--- src/sv/tfb_pkg.sv ---
`timescale 1ns / 1ps
// Shared types and constants for the telemetry frame builder.
// No dependencies; the front end, the serializer and the top level import this package.
package tfb_pkg;

  // Largest frame, header through checksum, that is accepted.
  localparam int TFB_FRAME_BYTES_MAX = 32;

  // Depths of the job queue and the result queue.
  localparam int TFB_JOB_Q_DEPTH = 2;
  localparam int TFB_RES_Q_DEPTH = 2;

  // Register reset values.
  localparam logic [7:0] TFB_SYNC_RESET = 8'hAA;
  localparam logic [7:0] TFB_FUNC_RESET = 8'hF1;

  // Input action codes.
  localparam logic ACT_START = 1'b0;
  localparam logic ACT_VALUE = 1'b1;

  // Data bytes carried by each kind of job.
  localparam logic [2:0] WORD_BYTES = 3'd4;
  localparam logic [2:0] HALF_BYTES = 3'd2;

  typedef enum logic [1:0] {
    JOB_HEADER,
    JOB_WORD,
    JOB_HALF,
    JOB_REJECT
  } job_kind_t;

  // One unit of work for the serializer: up to four bytes, left aligned.
  typedef struct packed {
    job_kind_t   kind;
    logic        close;
    logic [31:0] data;
  } job_t;

  typedef struct packed {
    logic [7:0] frame_byte;
    logic       last_byte;
    logic       status;
  } res_t;

endpackage

--- src/sv/tfb_fifo.sv ---
`timescale 1ns / 1ps
// Small synchronous queue used between the front end and the serializer and
// for the results. Independent of the package; the item type is a parameter.
module tfb_fifo #(
  parameter type item_t = logic,
  parameter int  DEPTH  = 2
) (
  input  logic  clk,
  input  logic  rst,
  input  logic  wr_en,
  input  item_t wr_data,
  output logic  full,
  input  logic  rd_en,
  output item_t rd_data,
  output logic  empty
);

  localparam int AW = (DEPTH > 1) ? $clog2(DEPTH) : 1;
  localparam int CW = $clog2(DEPTH + 1);

  item_t          mem [DEPTH];
  logic  [AW-1:0] wr_ptr;
  logic  [AW-1:0] rd_ptr;
  logic  [CW-1:0] count;
  logic           do_wr;
  logic           do_rd;

  assign full    = (count == CW'(DEPTH));
  assign empty   = (count == '0);
  assign do_wr   = wr_en && !full;
  assign do_rd   = rd_en && !empty;
  assign rd_data = mem[rd_ptr];

  always_ff @(posedge clk) begin
    if (do_wr) begin
      mem[wr_ptr] <= wr_data;
    end
  end

  always_ff @(posedge clk) begin
    if (rst) begin
      wr_ptr <= '0;
      rd_ptr <= '0;
      count  <= '0;
    end else begin
      if (do_wr) begin
        wr_ptr <= (wr_ptr == AW'(DEPTH - 1)) ? '0 : wr_ptr + 1'b1;
      end
      if (do_rd) begin
        rd_ptr <= (rd_ptr == AW'(DEPTH - 1)) ? '0 : rd_ptr + 1'b1;
      end
      if (do_wr && !do_rd) begin
        count <= count + 1'b1;
      end else if (do_rd && !do_wr) begin
        count <= count - 1'b1;
      end
    end
  end

endmodule

--- src/sv/tfb_front.sv ---
`timescale 1ns / 1ps
// Front end: takes input items, tracks the open frame and turns each start item,
// and each value item that the open frame expects, into one serializer job. Depends on tfb_pkg.
module tfb_front #(
  parameter int FRAME_BYTES_MAX = tfb_pkg::TFB_FRAME_BYTES_MAX
) (
  input  logic          clk,
  input  logic          rst,
  input  logic          accept,
  input  logic          action,
  input  logic [3:0]    float_count,
  input  logic [3:0]    wide_int_count,
  input  logic [3:0]    narrow_int_count,
  input  logic [31:0]   value_bits,
  input  logic [7:0]    sync_byte,
  input  logic [7:0]    function_id,
  output logic          job_push,
  output tfb_pkg::job_t job
);
  import tfb_pkg::*;

  localparam logic [8:0] LIMIT = 9'(FRAME_BYTES_MAX);

  logic [4:0] wide_values_left;
  logic [3:0] narrow_values_left;
  logic       frame_open;
  logic [4:0] wide_values_left_next;
  logic [3:0] narrow_values_left_next;
  logic       frame_open_next;

  logic [4:0] wide_sum;
  logic [7:0] payload_len;
  logic [8:0] total_len;

  assign wide_sum    = {1'b0, float_count} + {1'b0, wide_int_count};
  assign payload_len = {1'b0, wide_sum, 2'b00} + {3'b000, narrow_int_count, 1'b0};
  assign total_len   = {1'b0, payload_len} + 9'd5;

  always_comb begin
    wide_values_left_next   = wide_values_left;
    narrow_values_left_next = narrow_values_left;
    frame_open_next         = frame_open;
    job_push                = 1'b0;
    job.kind                = JOB_WORD;
    job.close               = 1'b0;
    job.data                = value_bits;

    if (accept) begin
      if (action == ACT_START) begin
        job_push                = 1'b1;
        wide_values_left_next   = '0;
        narrow_values_left_next = '0;
        frame_open_next         = 1'b0;
        if (total_len > LIMIT) begin
          job.kind = JOB_REJECT;
        end else begin
          job.kind  = JOB_HEADER;
          job.data  = {sync_byte, sync_byte, function_id, payload_len};
          // An empty frame closes right after its header.
          job.close = (wide_sum == '0) && (narrow_int_count == '0);
          wide_values_left_next   = wide_sum;
          narrow_values_left_next = narrow_int_count;
          frame_open_next         = !job.close;
        end
      end else if (frame_open) begin
        if (wide_values_left != '0) begin
          job_push              = 1'b1;
          job.kind              = JOB_WORD;
          job.close             = (wide_values_left == 5'd1) && (narrow_values_left == '0);
          wide_values_left_next = wide_values_left - 1'b1;
          frame_open_next       = !job.close;
        end else if (narrow_values_left != '0) begin
          job_push                = 1'b1;
          job.kind                = JOB_HALF;
          job.data                = {value_bits[15:0], 16'h0000};
          job.close               = (narrow_values_left == 4'd1);
          narrow_values_left_next = narrow_values_left - 1'b1;
          frame_open_next         = !job.close;
        end
      end
    end
  end

  always_ff @(posedge clk) begin
    if (rst) begin
      wide_values_left   <= '0;
      narrow_values_left <= '0;
      frame_open         <= 1'b0;
    end else begin
      wide_values_left   <= wide_values_left_next;
      narrow_values_left <= narrow_values_left_next;
      frame_open         <= frame_open_next;
    end
  end

endmodule

--- src/sv/tfb_back.sv ---
`timescale 1ns / 1ps
// Serializer: carries out jobs one byte per cycle while the result queue has room,
// keeps the running sum and appends the checksum byte. Depends on tfb_pkg.
module tfb_back (
  input  logic          clk,
  input  logic          rst,
  input  tfb_pkg::job_t job,
  input  logic          job_empty,
  output logic          job_pop,
  output tfb_pkg::res_t res,
  output logic          res_push,
  input  logic          res_full
);
  import tfb_pkg::*;

  logic [31:0] shift;
  logic [2:0]  bytes_left;
  logic        close_pend;
  logic        reject_pend;
  logic [7:0]  running_sum;
  logic [31:0] shift_next;
  logic [2:0]  bytes_left_next;
  logic        close_pend_next;
  logic        reject_pend_next;
  logic [7:0]  running_sum_next;

  logic busy;
  logic emit;
  logic final_byte;
  logic load;

  assign busy       = (bytes_left != '0) || close_pend || reject_pend;
  assign emit       = busy && !res_full;
  assign final_byte = reject_pend || ((bytes_left == 3'd1) && !close_pend)
                      || ((bytes_left == '0) && close_pend);
  // The next job is loaded in the cycle that the current one sends its final byte.
  assign load       = !job_empty && (!busy || (emit && final_byte));
  assign job_pop    = load;
  assign res_push   = emit;

  always_comb begin
    if (reject_pend) begin
      res = '{frame_byte: 8'h00, last_byte: 1'b0, status: 1'b1};
    end else if (bytes_left != '0) begin
      res = '{frame_byte: shift[31:24], last_byte: 1'b0, status: 1'b0};
    end else begin
      res = '{frame_byte: running_sum, last_byte: 1'b1, status: 1'b0};
    end
  end

  always_comb begin
    shift_next       = shift;
    bytes_left_next  = bytes_left;
    close_pend_next  = close_pend;
    reject_pend_next = reject_pend;
    running_sum_next = running_sum;

    if (emit) begin
      if (reject_pend) begin
        reject_pend_next = 1'b0;
      end else if (bytes_left != '0) begin
        shift_next       = {shift[23:0], 8'h00};
        bytes_left_next  = bytes_left - 1'b1;
        running_sum_next = running_sum + shift[31:24];
      end else begin
        close_pend_next  = 1'b0;
        running_sum_next = '0;
      end
    end

    if (load) begin
      shift_next       = job.data;
      close_pend_next  = job.close;
      reject_pend_next = (job.kind == JOB_REJECT);
      case (job.kind)
        JOB_HEADER: bytes_left_next = WORD_BYTES;
        JOB_WORD:   bytes_left_next = WORD_BYTES;
        JOB_HALF:   bytes_left_next = HALF_BYTES;
        default:    bytes_left_next = '0;
      endcase
      // A start drops whatever frame was open, so the sum begins again.
      if (job.kind == JOB_HEADER || job.kind == JOB_REJECT) begin
        running_sum_next = '0;
      end
    end
  end

  always_ff @(posedge clk) begin
    shift <= shift_next;
  end

  always_ff @(posedge clk) begin
    if (rst) begin
      bytes_left  <= '0;
      close_pend  <= 1'b0;
      reject_pend <= 1'b0;
      running_sum <= '0;
    end else begin
      bytes_left  <= bytes_left_next;
      close_pend  <= close_pend_next;
      reject_pend <= reject_pend_next;
      running_sum <= running_sum_next;
    end
  end

endmodule

--- src/sv/telemetry_frame_builder.sv ---
`timescale 1ns / 1ps
// Top level of the telemetry frame builder: configuration registers, front end,
// job queue, serializer and result queue. Depends on tfb_pkg and all tfb_ modules.
//
//  Channel   Handshake                       Payload
//  input     push / full                     action, float_count, wide_int_count,
//                                            narrow_int_count, value_bits
//  result    empty / pop                     frame_byte, last_byte, status
//  config    psel, penable, pwrite, pready   paddr, pwdata, prdata
//
// The serializer sends one byte per cycle while the result queue has room: a start
// item gives 4 bytes (1 if rejected), a 32-bit value 4, a 16-bit value 2, checksum 1.
// The front end takes an item in any cycle the two-entry job queue has room.
// Reset is synchronous and clears all control state; registers return to
// sync 0xAA and function id 0xF1. A stalled pop holds the serializer only once
// the result queue has filled.
module telemetry_frame_builder #(
  parameter int FRAME_BYTES_MAX = tfb_pkg::TFB_FRAME_BYTES_MAX
) (
  input  logic        clk,
  input  logic        rst,
  input  logic        push,
  output logic        full,
  input  logic        action,
  input  logic [3:0]  float_count,
  input  logic [3:0]  wide_int_count,
  input  logic [3:0]  narrow_int_count,
  input  logic [31:0] value_bits,
  output logic        empty,
  input  logic        pop,
  output logic [7:0]  frame_byte,
  output logic        last_byte,
  output logic        status,
  input  logic        psel,
  input  logic        penable,
  input  logic        pwrite,
  input  logic [2:0]  paddr,
  input  logic [31:0] pwdata,
  output logic [31:0] prdata,
  output logic        pready
);
  import tfb_pkg::*;

  localparam logic REG_SYNC = 1'b0;
  localparam logic REG_FUNC = 1'b1;

  logic [7:0] sync_byte;
  logic [7:0] function_id;
  logic       cfg_write;

  logic  accept;
  logic  job_push;
  job_t  job_in;
  job_t  job_out;
  logic  job_full;
  logic  job_empty;
  logic  job_pop;
  res_t  res_in;
  res_t  res_out;
  logic  res_push;
  logic  res_full;

  assign pready    = 1'b1;
  assign cfg_write = psel && penable && pwrite && pready;
  assign prdata    = {24'h000000, (paddr[2] == REG_FUNC) ? function_id : sync_byte};

  always_ff @(posedge clk) begin
    if (rst) begin
      sync_byte   <= TFB_SYNC_RESET;
      function_id <= TFB_FUNC_RESET;
    end else if (cfg_write) begin
      if (paddr[2] == REG_SYNC) begin
        sync_byte <= pwdata[7:0];
      end else begin
        function_id <= pwdata[7:0];
      end
    end
  end

  assign full   = job_full;
  assign accept = push && !job_full;

  tfb_front #(
    .FRAME_BYTES_MAX(FRAME_BYTES_MAX)
  ) u_front (
    .clk              (clk),
    .rst              (rst),
    .accept           (accept),
    .action           (action),
    .float_count      (float_count),
    .wide_int_count   (wide_int_count),
    .narrow_int_count (narrow_int_count),
    .value_bits       (value_bits),
    .sync_byte        (sync_byte),
    .function_id      (function_id),
    .job_push         (job_push),
    .job              (job_in)
  );

  tfb_fifo #(
    .item_t (job_t),
    .DEPTH  (TFB_JOB_Q_DEPTH)
  ) u_job_q (
    .clk     (clk),
    .rst     (rst),
    .wr_en   (job_push),
    .wr_data (job_in),
    .full    (job_full),
    .rd_en   (job_pop),
    .rd_data (job_out),
    .empty   (job_empty)
  );

  tfb_back u_back (
    .clk       (clk),
    .rst       (rst),
    .job       (job_out),
    .job_empty (job_empty),
    .job_pop   (job_pop),
    .res       (res_in),
    .res_push  (res_push),
    .res_full  (res_full)
  );

  tfb_fifo #(
    .item_t (res_t),
    .DEPTH  (TFB_RES_Q_DEPTH)
  ) u_res_q (
    .clk     (clk),
    .rst     (rst),
    .wr_en   (res_push),
    .wr_data (res_in),
    .full    (res_full),
    .rd_en   (pop),
    .rd_data (res_out),
    .empty   (empty)
  );

  assign frame_byte = res_out.frame_byte;
  assign last_byte  = res_out.last_byte;
  assign status     = res_out.status;

endmodule
--- config.mk ---
export PLATFORM = sky130hd
export DESIGN_NAME = telemetry_frame_builder
export DESIGN_NICKNAME = d
export VERILOG_FILES = /design/src/sv/tfb_pkg.sv /design/src/sv/tfb_fifo.sv /design/src/sv/tfb_front.sv /design/src/sv/tfb_back.sv /design/src/sv/telemetry_frame_builder.sv
export SDC_FILE = /design/constraint.sdc
export NUM_CORES = 1
export LEC_CHECK = 0
export BUFFER_PORTS_ARGS = -buffer_cell sky130_fd_sc_hd__buf_2
export CAP_MARGIN = 20
export CORE_MARGIN = 2
export CORE_UTILIZATION = 50
export DETAILED_ROUTE_END_ITERATION = 8
export PLACE_DENSITY = 0.81
export SLEW_MARGIN = 10
export SYNTH_ARGS = -nofsm -noshare
export SYNTH_HDL_FRONTEND = slang
export SYNTH_SLANG_ARGS = --single-unit
--- constraint.sdc ---
create_clock -name clk -period 5.05 [get_ports clk]
set_input_delay 0 -clock clk [delete_from_list [all_inputs] [get_ports clk]]
set_output_delay 0 -clock clk [all_outputs]
set_load 0.02 [all_outputs]
# Word-level counts from Yosys, hierarchy flattened
# Memories as Yosys holds them, arrays and structs flattened. A register that Yosys moved wholly into a read port is not among the register bits.
# Index checks and enable logic that the tools add are counted.
# W data, S select, Z words.
[totals]
reg_bits = 79
ram_bits = 90
input_bits = 87
output_inout_bits = 45
wordCells = 173
mem_count = 2
[classes]
addsub = 15
n_lt_le_gt_ge = 1
eq_ne = 14
n_mux = 66
bitwise_logic = 1
reduce_logical = 58
[mem_list]
columns = ["memory", "words", "width", "read_ports", "rd_ports_with_merged_regs", "write_ports", "line", "rtl"]
rows = [
  ["u_job_q.mem", 2, 35, 1, 1, 1, "tfb_fifo.sv:21", "item_t mem [DEPTH];"],
  ["u_res_q.mem", 2, 10, 1, 1, 1, "tfb_fifo.sv:21", ""],
]
[op_table]
columns = ["operator", "count"]
rows = [
  ["$mux W32", 5],
  ["$mux W35", 4],
  ["$mux W8", 6],
  ["$mux W33", 1],
  ["$mux W1", 28],
  ["$mux W10", 2],
  ["$mux W4", 5],
  ["$mux W5", 4],
  ["$logic_and A1 B1 Y1", 18],
  ["$mux W3", 5],
  ["$logic_not A1 Y1", 13],
  ["$mux W2", 5],
  ["$add A8 B3 Y9 const B", 1],
  ["$gt A9 B6 Y1 const B", 1],
  ["$reduce_and A3 Y1", 3],
  ["$add A7 B5 Y8", 1],
  ["$add A8 B8 Y8", 1],
  ["$eq A2 B2 Y1 const B", 4],
  ["$logic_not A4 Y1", 2],
  ["$reduce_bool A2 Y1", 4],
  ["$logic_not A2 Y1", 3],
  ["$logic_or A1 B1 Y1", 6],
  ["$ne A2 B1 Y1 const B", 3],
  ["$ne A2 B2 Y1 const B", 3],
  ["21 further kinds", 27],
]

# Logic depth before layout (Yosys ltp)
# Gate-level depths: netlist of run 1.
[depth]
depth_word = 11
ltp_mapped = 12
mapped_depth_nobuf = 10

# Hierarchy
# Synthesis of run 1 repeated with hierarchy kept, for this count alone.
[hier_totals]
cells_unflattened = 691
hier_area_um2 = 8546.9
[modules_own_cells]
columns = ["mod", "instances", "cells_each", "area_per_inst_um2", "seq_area_each_um2"]
rows = [
  ["tfb_fifo at u_job_q", 1, 134, 2733.9, 2202.1],
  ["tfb_back", 1, 221, 2511.2, 1221.2],
  ["tfb_front", 1, 175, 1385.1, 200.2],
  ["telemetry_frame_builder", 1, 105, 980.9, 320.3],
  ["tfb_fifo at u_res_q", 1, 56, 935.9, 700.7],
]

# Worst setup path after synthesis of run 1
# No wires, ideal clock.
[synth_timing]
path_kind = "flip-flop to flip-flop"
startpoint = "register u_back.bytes_left[0]"
endpoint = "register u_back.shift[0] (enable)"
setup_time_ns = 0.466
arrival_ns = 3.377
required_time_ns = 4.584
path_slack_ns = 1.207
stages_incl_launch_ff = 7
synth_period_minus_slack_ns = 3.843
path_cell_list = "dfxtp_1 -> inv_1 -> ha_1 -> nand2b_1 -> o21ai_0 -> clkbuf_1 -> o21ai_0"
[synth_between]
elab_chain_len = 9
elab_cells_between_ends = 18
classes_between = "eq/ne: 2; reduce/logical: 16"
[synth_rtl]
columns = ["element", "line", "rtl"]
rows = [
  ["from (decl)", "tfb_back.sv:17", "logic [2:0] bytes_left;"],
  ["from (signal assigned)", "tfb_back.sv:99", "bytes_left <= bytes_left_next;"],
  ["$eq A3 B1 Y1 or $reduce_bool A3 Y1 (tied branches)", "tfb_back.sv:34, tfb_back.sv:32, tfb_back.sv:61", ""],
  ["$logic_and A1 B1 Y1 or $logic_or A1 B1 Y1 (tied branches)", "tfb_back.sv:34, tfb_back.sv:32", ""],
  ["$logic_or A1 B1 Y1 (on tied branches)", "tfb_back.sv:34, tfb_back.sv:32", ""],
  ["$logic_or A1 B1 Y1 or $logic_and A1 B1 Y1 (tied branches)", "tfb_back.sv:35, tfb_back.sv:33", ""],
  ["$logic_and A1 B1 Y1", "tfb_back.sv:37", "assign load = !job_empty && (!busy || (emit && final_byte));"],
  ["$logic_or A1 B1 Y1", "tfb_back.sv:37", ""],
  ["$logic_and A1 B1 Y1", "tfb_back.sv:37", ""],
  ["$ne A2 B2 Y1 (no line) or $reduce_bool A2 Y1 (tied branches)", "-", ""],
  ["$reduce_and A3 Y1 (no line) *", "-", ""],
  ["to (signal assigned)", "tfb_back.sv:89", "shift <= shift_next;"],
  ["to (decl)", "tfb_back.sv:16", "logic [31:0] shift;"],
]
# Every way passes the cells marked *; elsewhere a longest branch is shown, timed or not.
# A chain may end at the register's enable or synchronous reset.

==> results of run 1 <==
==> worst max-delay path, cell delays in order (launching register included) <==
cell           delay, ps
dfxtp_1              350
inv_1                 90
ha_1                 180
or4b_1               470
or3b_1               430
a21oi_2              460
o21ai_2              210
buf_8                210
buf_4                170
a21o_1               190
dlygate4sd3_1        580
==> flip-flops by register name, indices dropped and copies added (netlist names), 2 cells and up, named ones only <==
name,count
u_back.running_sum,8
u_front.wide_values_left,5
sync_byte,8
u_res_q.count,2
function_id,8
u_job_q.count,2
u_back.bytes_left,3
u_front.narrow_values_left,4
u_back.shift,32
u_job_q.mem,70
u_res_q.mem,20
==> synth_stat cells (2+ instances only) <==
cell type / number / area (um2)
xor2_1: 11 / 96.3
buf_2: 3 / 15.0
a22o_1: 22 / 193
nor2_1: 47 / 176
nand3b_1: 8 / 60.1
or3_1: 6 / 37.5
a221o_1: 6 / 60.1
nor3_1: 14 / 70.1
mux2i_1: 40 / 400
a21oi_1: 29 / 145
mux2_2: 21 / 236
nor2b_1: 11 / 68.8
and2_1: 10 / 62.6
nand4_1: 3 / 18.8
a31oi_1: 8 / 50.1
conb_1: 2 / 7.51
buf_1: 2 / 7.51
nand2_1: 73 / 274
fa_1: 3 / 60.1
nand2b_1: 4 / 25.0
clkbuf_1: 28 / 105
a21o_1: 17 / 128
dfxtp_1: 49 / 981
xnor2_1: 6 / 52.6
a22oi_1: 6 / 45.0
inv_1: 11 / 41.3
a211oi_1: 3 / 22.5
a32oi_1: 3 / 26.3
o21ai_0: 40 / 200
ha_1: 26 / 325
edfxtp_1: 122 / 3660
a211o_1: 5 / 43.8
nor3b_1: 2 / 15.0
nand3_1: 5 / 25.0
buf_4: 26 / 195
o21bai_1: 2 / 15.0
nor4_1: 3 / 18.8
==> area by class of cell <==
class	count	area, um2
Clock buffer	22	518
Tap cell	216	270
Fill cell	1189	6160
Clock inverter	10	75.1
Inverter	12	45.0
Sequential cell	171	4650
Timing Repair Buffer	139	971
Multi-Input combinational cell	474	3200
==> worst max path at each step <==
stage,to,slack [ps],cells after the start
floorplan,u_back.shift[0],1210,6
global placement,u_job_q.mem[0][15],1630,11
detailed placement,u_job_q.mem[1][28],1570,11
CTS,u_job_q.mem[1][21],1350,9
global route,u_job_q.mem[1][21],1290,10
finish,u_job_q.mem[1][21],1430,10
==> logic make-up (layout without fill, tap and decap cells) <==
kind of cell               Yosys count  after routing  share of synthesized area, %
adders and majority gates           29             29                          4.74
buffers and inverters               72            183                          4.66
DFF                                171            171                          57.1
xor gates and xnor gates            17             17                          1.83
AOI/OAI and AO/OA                  151            151                          12.7
muxes                               61             61                          7.83
and+or+nand+nor                    191            191                          11.0
other                                2             25                        0.0924
==> metal layers <==
layer,up-vias,wire (um)
met2,174,9070
met1,2792,7280
li1,2746,-
met5,-,0
met3,32,725
met4,0,362
==> stage by stage <==
| stage | utilization [%] | worst slack [ps] | hold slack [ps] |
|---|---|---|---|
| 6_report | 61.2 | 1430 | 84.0 |
| 5_1_grt | 61.2 | 1290 | 128 |
| 4_1_cts | 61.1 | 1350 | 59.7 |
| 3_5_place_dp | 54.3 | 1570 | 221 |
| 3_3_place_gp | 54.3 | 1630 | 218 |
| 2_1_floorplan | - | 1210 | 118 |
==> what timing repair did <==
item,4_1_cts,5_1_grt
hold buffers,49,0
resized for setup,0,0
endpoints found under the hold margin,87,0
==> cells in the final DEF (no fill, tap or decap), types with 4 or more instances in the layout <==
master / n
edfxtp_1: 122
a22oi_1: 6
xor2_1: 11
a221o_1: 6
a31oi_1: 8
dlygate4sd3_1: 49
nand3_1: 5
nor3_1: 14
and2_1: 10
mux2_2: 21
a211o_1: 5
dfxtp_1: 48
ha_1: 26
mux2i_1: 40
a21oi_1: 29
nor2_1: 47
conb_1: 25
a22o_1: 22
nand2_1: 73
nand2b_1: 4
buf_4: 8
buf_2: 80
or3_1: 6
nand3b_1: 8
clkbuf_16: 20
o21ai_0: 39
xnor2_1: 6
inv_1: 11
nor2b_1: 10
a21o_1: 17
==> power by group <==
group          internal (mW)  switching [mW]
registers               2.04           0.226
logic                  0.692            1.08
clock network          0.736           0.542
total                   3.47            1.84
==> metrics.json, run 1 <==
{
  "design.portCount": 132,
  "whs_endpoint": "function_id[1]",
  "first_iter_violations": 396,
  "worst-r2r-setup-slack_ps": 1430,
  "placement.cell_area_um2": 8620,
  "wl_mm": 17.4,
  "via_per_inst": 5.50,
  "timing.critical_path.arrival_ps": 3780,
  "hold_path_class": "primary input to flop",
  "synth-seq-cells": 171,
  "total_iterations_of_the_first_detailed_routing_run": 5,
  "maxCapViolations": 0,
  "first_global_vias": 5711,
  "power.total_mw": 5.32,
  "drcViolationCount": 0,
  "ctsHtreeMaxLevel": 4,
  "antenna_diode_count": 0,
  "detail-route-antenna-nets": 0,
  "tightestPinTransition_ps": 1090,
  "critical_path.startpoint_type": "flop",
  "critPathLaunch": "u_front.wide_values_left[0]",
  "post_cts_buffers": 0,
  "ys_types": 54,
  "setup.worst_path.class": "flop to flop",
  "portion_of_the_clock_cycle_consumed_by_the_worst_path_in_the_final_layout_pct": 71.6,
  "place.port_buffers": 80,
  "setup.worst_path.end_class": "flop",
  "synth_flop_cell": "edfxtp_1",
  "grt_antenna_before_repair": 0,
  "post-route-cell-area_um2": 9720,
  "detailed_route_via_count": 5744,
  "crit_path_max_fanout": 24,
  "grt_util_met2_pct": 36.1,
  "worstReg2RegStart": "u_front.wide_values_left[0]",
  "die_h_um": 132,
  "final_report_setup_violation_count": 0,
  "synthArstFlopShare_pct": 0,
  "cp_data_required_time_ps": 5220,
  "place.detailed.instances": 961,
  "globalRouteMet3Util_pct": 4.13,
  "setup_repair_after_global_routing_missed_its_margin": "no",
  "place_hpwl_mm": 10.2,
  "power.leakage_nw": 3.75,
  "highest_clock_rate_mhz": 276,
  "worst_slew_margin_rel_pct": 26.9,
  "layout-drive-gt1-share_pct": 18.1,
  "post_synth_inst_count": 694,
  "timing.reg2reg.worst_path_depth": 10,
  "globalRouteTotalUtil_pct": 20.2,
  "reg2reg_capture_point": "u_job_q.mem[1][21]",
  "start_util_pct": 51.2,
  "numCtsBuffers": 17,
  "clk_transition_reported_paths_ps": 70,
  "grt_first_pass_wirelength_mm": 27.9,
  "outcome": "complete, no violations",
  "gr-usage-met1_pct": 24.3,
  "core_region_area_um2": 15900,
  "synthesis.area_per_instance_um2": 11.7,
  "num-nets-final": 931,
  "ctsLongestPathBuffers": 2,
  "cts_tree": "yes",
  "synth_edf_count": 122,
  "cts.sink_count": 171,
  "cts-root-buf": "clkbuf_16",
  "timing.final.crit_period_ps": 3620,
  "pins_over_slew_limit": 0,
  "hold_viol_final": 0,
  "synth.yosys.warnings": 0,
  "final.setup.tns_ps": 0,
  "pwr_density_cell_nw_per_um2": 547,
  "gp_congestion": 0.854,
  "floorplan.die_area_um2": 17300,
  "hold_path_startpoint": "penable",
  "min_delay_path_depth": 5,
  "routedWlPerCell_um": 16.7,
  "skew_ps": 8.92,
  "share_of_the_yosys_chip_area_belonging_to_registers_pct": 57.1,
  "syn_to_final_growth_pct": 19.6,
  "grt_overflow_total": 0,
  "synthesis.area_um2": 8130,
  "worstSkewPairLatency_ps": 430,
  "ir_drop_mv": 0.272,
  "grt_max_degree": 60,
  "final_non_filler_cells": 1044,
  "placement_rows": 46,
  "die_x_um": 132,
  "gr-max-usage-layer": "met2"
}
Note: power is estimated with default switching activity, not from simulation.
==> run 2: changes to the inputs <==
==> constraint.sdc (replaced) <==
create_clock -name clk -period 3.39 [get_ports clk]
set_input_delay 0 -clock clk [delete_from_list [all_inputs] [get_ports clk]]
set_output_delay 0 -clock clk [all_outputs]
set_load 0.02 [all_outputs]
==> run 2 against run 1 <==
Against the previous run: cell count is 1.1% higher; clock-buffer cell count is 4 lower; utilization is 0.67 points higher; die area stayed put; clock skew is 2.4 ps higher; global-route usage is 0.055 points higher; total power is 51% higher; setup slack worse by 1300 ps; first-iteration DRC count is 8.1% lower; register-to-register slack worse by 1200 ps; critical path depth is 1 higher; flip-flop and latch count stayed put; critical endpoint is now u_job_q.mem[0][28]; largest cell class unchanged.
==> metrics.json, run 2 (same netlist as run 1, synthesis figures left out) <==
{
  "power.leakage_nw": 3.79,
  "final_common_cell": "edfxtp_1",
  "grt_overflow_total": 0,
  "pwr_density_cell_nw_per_um2": 816,
  "place.port_buffers": 80,
  "outcome": "complete, no violations",
  "worstSkewPairLatency_ps": 430,
  "largest_register_ff_count": 70,
  "globalRouteTotalUtil_pct": 20.3,
  "place.detailed.instances": 969,
  "post-route-util_pct": 61.9,
  "layout_common_cells": "edfxtp_1 (122), buf_2 (80), nand2_1 (73)",
  "maxCapViolations": 0,
  "via_per_inst": 5.53,
  "total_iterations_of_the_first_detailed_routing_run": 6,
  "grt_first_pass_wirelength_mm": 27.9,
  "start_util_pct": 51.2,
  "cts.sink_count": 171,
  "wl_mm": 17.3,
  "drcViolationCount": 0,
  "crit_path_max_fanout": 24,
  "regMostFlops": "u_job_q.mem",
  "cts_tree": "yes",
  "min_delay_path_depth": 5,
  "hold_path_class": "primary input to flop",
  "first_global_vias": 5624,
  "post-route-cell-area_um2": 9830,
  "final_report_setup_violation_count": 0,
  "ctsHtreeMaxLevel": 4,
  "timing.final.ws_setup_ps": 93.0,
  "worst_slew_margin_rel_pct": 33.1,
  "placement.cell_area_um2": 8700,
  "tightestPinTransition_ps": 999,
  "num-nets-final": 941,
  "grt_max_degree": 45,
  "place_hpwl_mm": 10.5,
  "die_h_um": 132,
  "floorplan.die_area_um2": 17300,
  "timing.reg2reg.worst_path_depth": 9,
  "ctsLongestPathBuffers": 2,
  "placement_rows": 46,
  "hold_viol_final": 0,
  "first_iter_violations": 364,
  "critical_path.startpoint_type": "primary input",
  "post_cts_buffers": 0,
  "ir_drop_mv": 0.462,
  "pre_cts_ws_ps": 381,
  "timing.critical_path.arrival_ps": 3580,
  "core_region_area_um2": 15900,
  "portion_of_the_clock_cycle_consumed_by_the_worst_path_in_the_final_layout_pct": 97.3,
  "detailed_route_via_count": 5833,
  "timing.final.crit_period_ps": 3300,
  "pins_over_slew_limit": 0,
  "setup.worst_path.end_class": "flop",
  "cts-root-buf": "clkbuf_16",
  "numCtsBuffers": 17,
  "gp_congestion": 0.862,
  "final_non_filler_cells": 1055,
  "syn_to_final_growth_pct": 20.9,
  "grt_antenna_before_repair": 0,
  "layout-drive-gt1-share_pct": 18.6,
  "die_x_um": 132,
  "routedWlPerCell_um": 16.4,
  "clk_transition_reported_paths_ps": 70,
  "setup.worst_path.class": "primary input to flop",
  "highest_clock_rate_mhz": 303,
  "cp_data_required_time_ps": 3680,
  "reg_top3": "u_job_q.mem x70, u_back.shift x32, u_res_q.mem x20",
  "detail-route-antenna-nets": 0,
  "design.portCount": 132,
  "skew_ps": 11.3
}
-- run 2: through the flow --
| stage | hold slack [ps] | TNS [ps] | power (mW) |
|---|---|---|---|
| floorplan | 118 | 0 | 5.28 |
| global placement | 219 | 0 | 5.91 |
| detailed placement | 228 | 0 | 6.02 |
| CTS | 62.8 | 0 | 8.02 |
| global route | 118 | -187 | 8.49 |
| finish | 90.8 | 0 | 8.02 |
-- run 2: power by group --
| part | leakage (nW) | total (mW) | switching [mW] | internal, mW |
|---|---|---|---|---|
| clock network | 0.280 | 1.93 | 0.830 | 1.10 |
| logic | 1.97 | 2.75 | 1.67 | 1.08 |
| registers | 1.55 | 3.34 | 0.293 | 3.04 |
-- run 2: what timing repair did --
| item | CTS | global route |
|---|---|---|
| hold buffers | 53 | 0 |
| hold endpoints to repair | 86 | 0 |
| setup endpoints to repair | 0 | 1 |
| gates resized for setup | 0 | 1 |
-- run 2: path summary, 6_finish.rpt --
kind                               start                    end  slack [ps]
min reg2reg        u_back.running_sum[7]  u_back.running_sum[7]         470
min                              penable         function_id[3]          90
max reg2reg  u_front.wide_values_left[0]     u_job_q.mem[1][19]         210
max                       float_count[0]     u_job_q.mem[0][28]          90
-- run 2: routing by layer --
layer | vias up | GRT usage [%] | wire length (um)
met5 | - | 0 | 0
met4 | 0 | 8.88 | 438
met3 | 40 | 4.40 | 899
met2 | 220 | 34.8 | 8920
met1 | 2802 | 24.7 | 7020
li1 | 2771 | - | -
-- run 2: layout make-up --
class | instances | area (um2)
sequential | 171 | 4650
fill | 1206 | 6060
tap | 216 | 270
inverter | 12 | 45.0
multi-input combinational | 474 | 3200
clock inverter | 14 | 159
antenna | 1 | 2.50
clock buffer | 18 | 429
timing repair buffer | 149 | 1080
-- run 2: worst max-delay path, cell delays in order --
cell and delay, ps:
buf_2 100, ha_1 230, fa_1 530, fa_1 490, nor4_1 470, mux2i_2 220
a2111oi_4 450, buf_12 220, a22o_1 160, a21o_1 110, dlygate4sd3_1 580
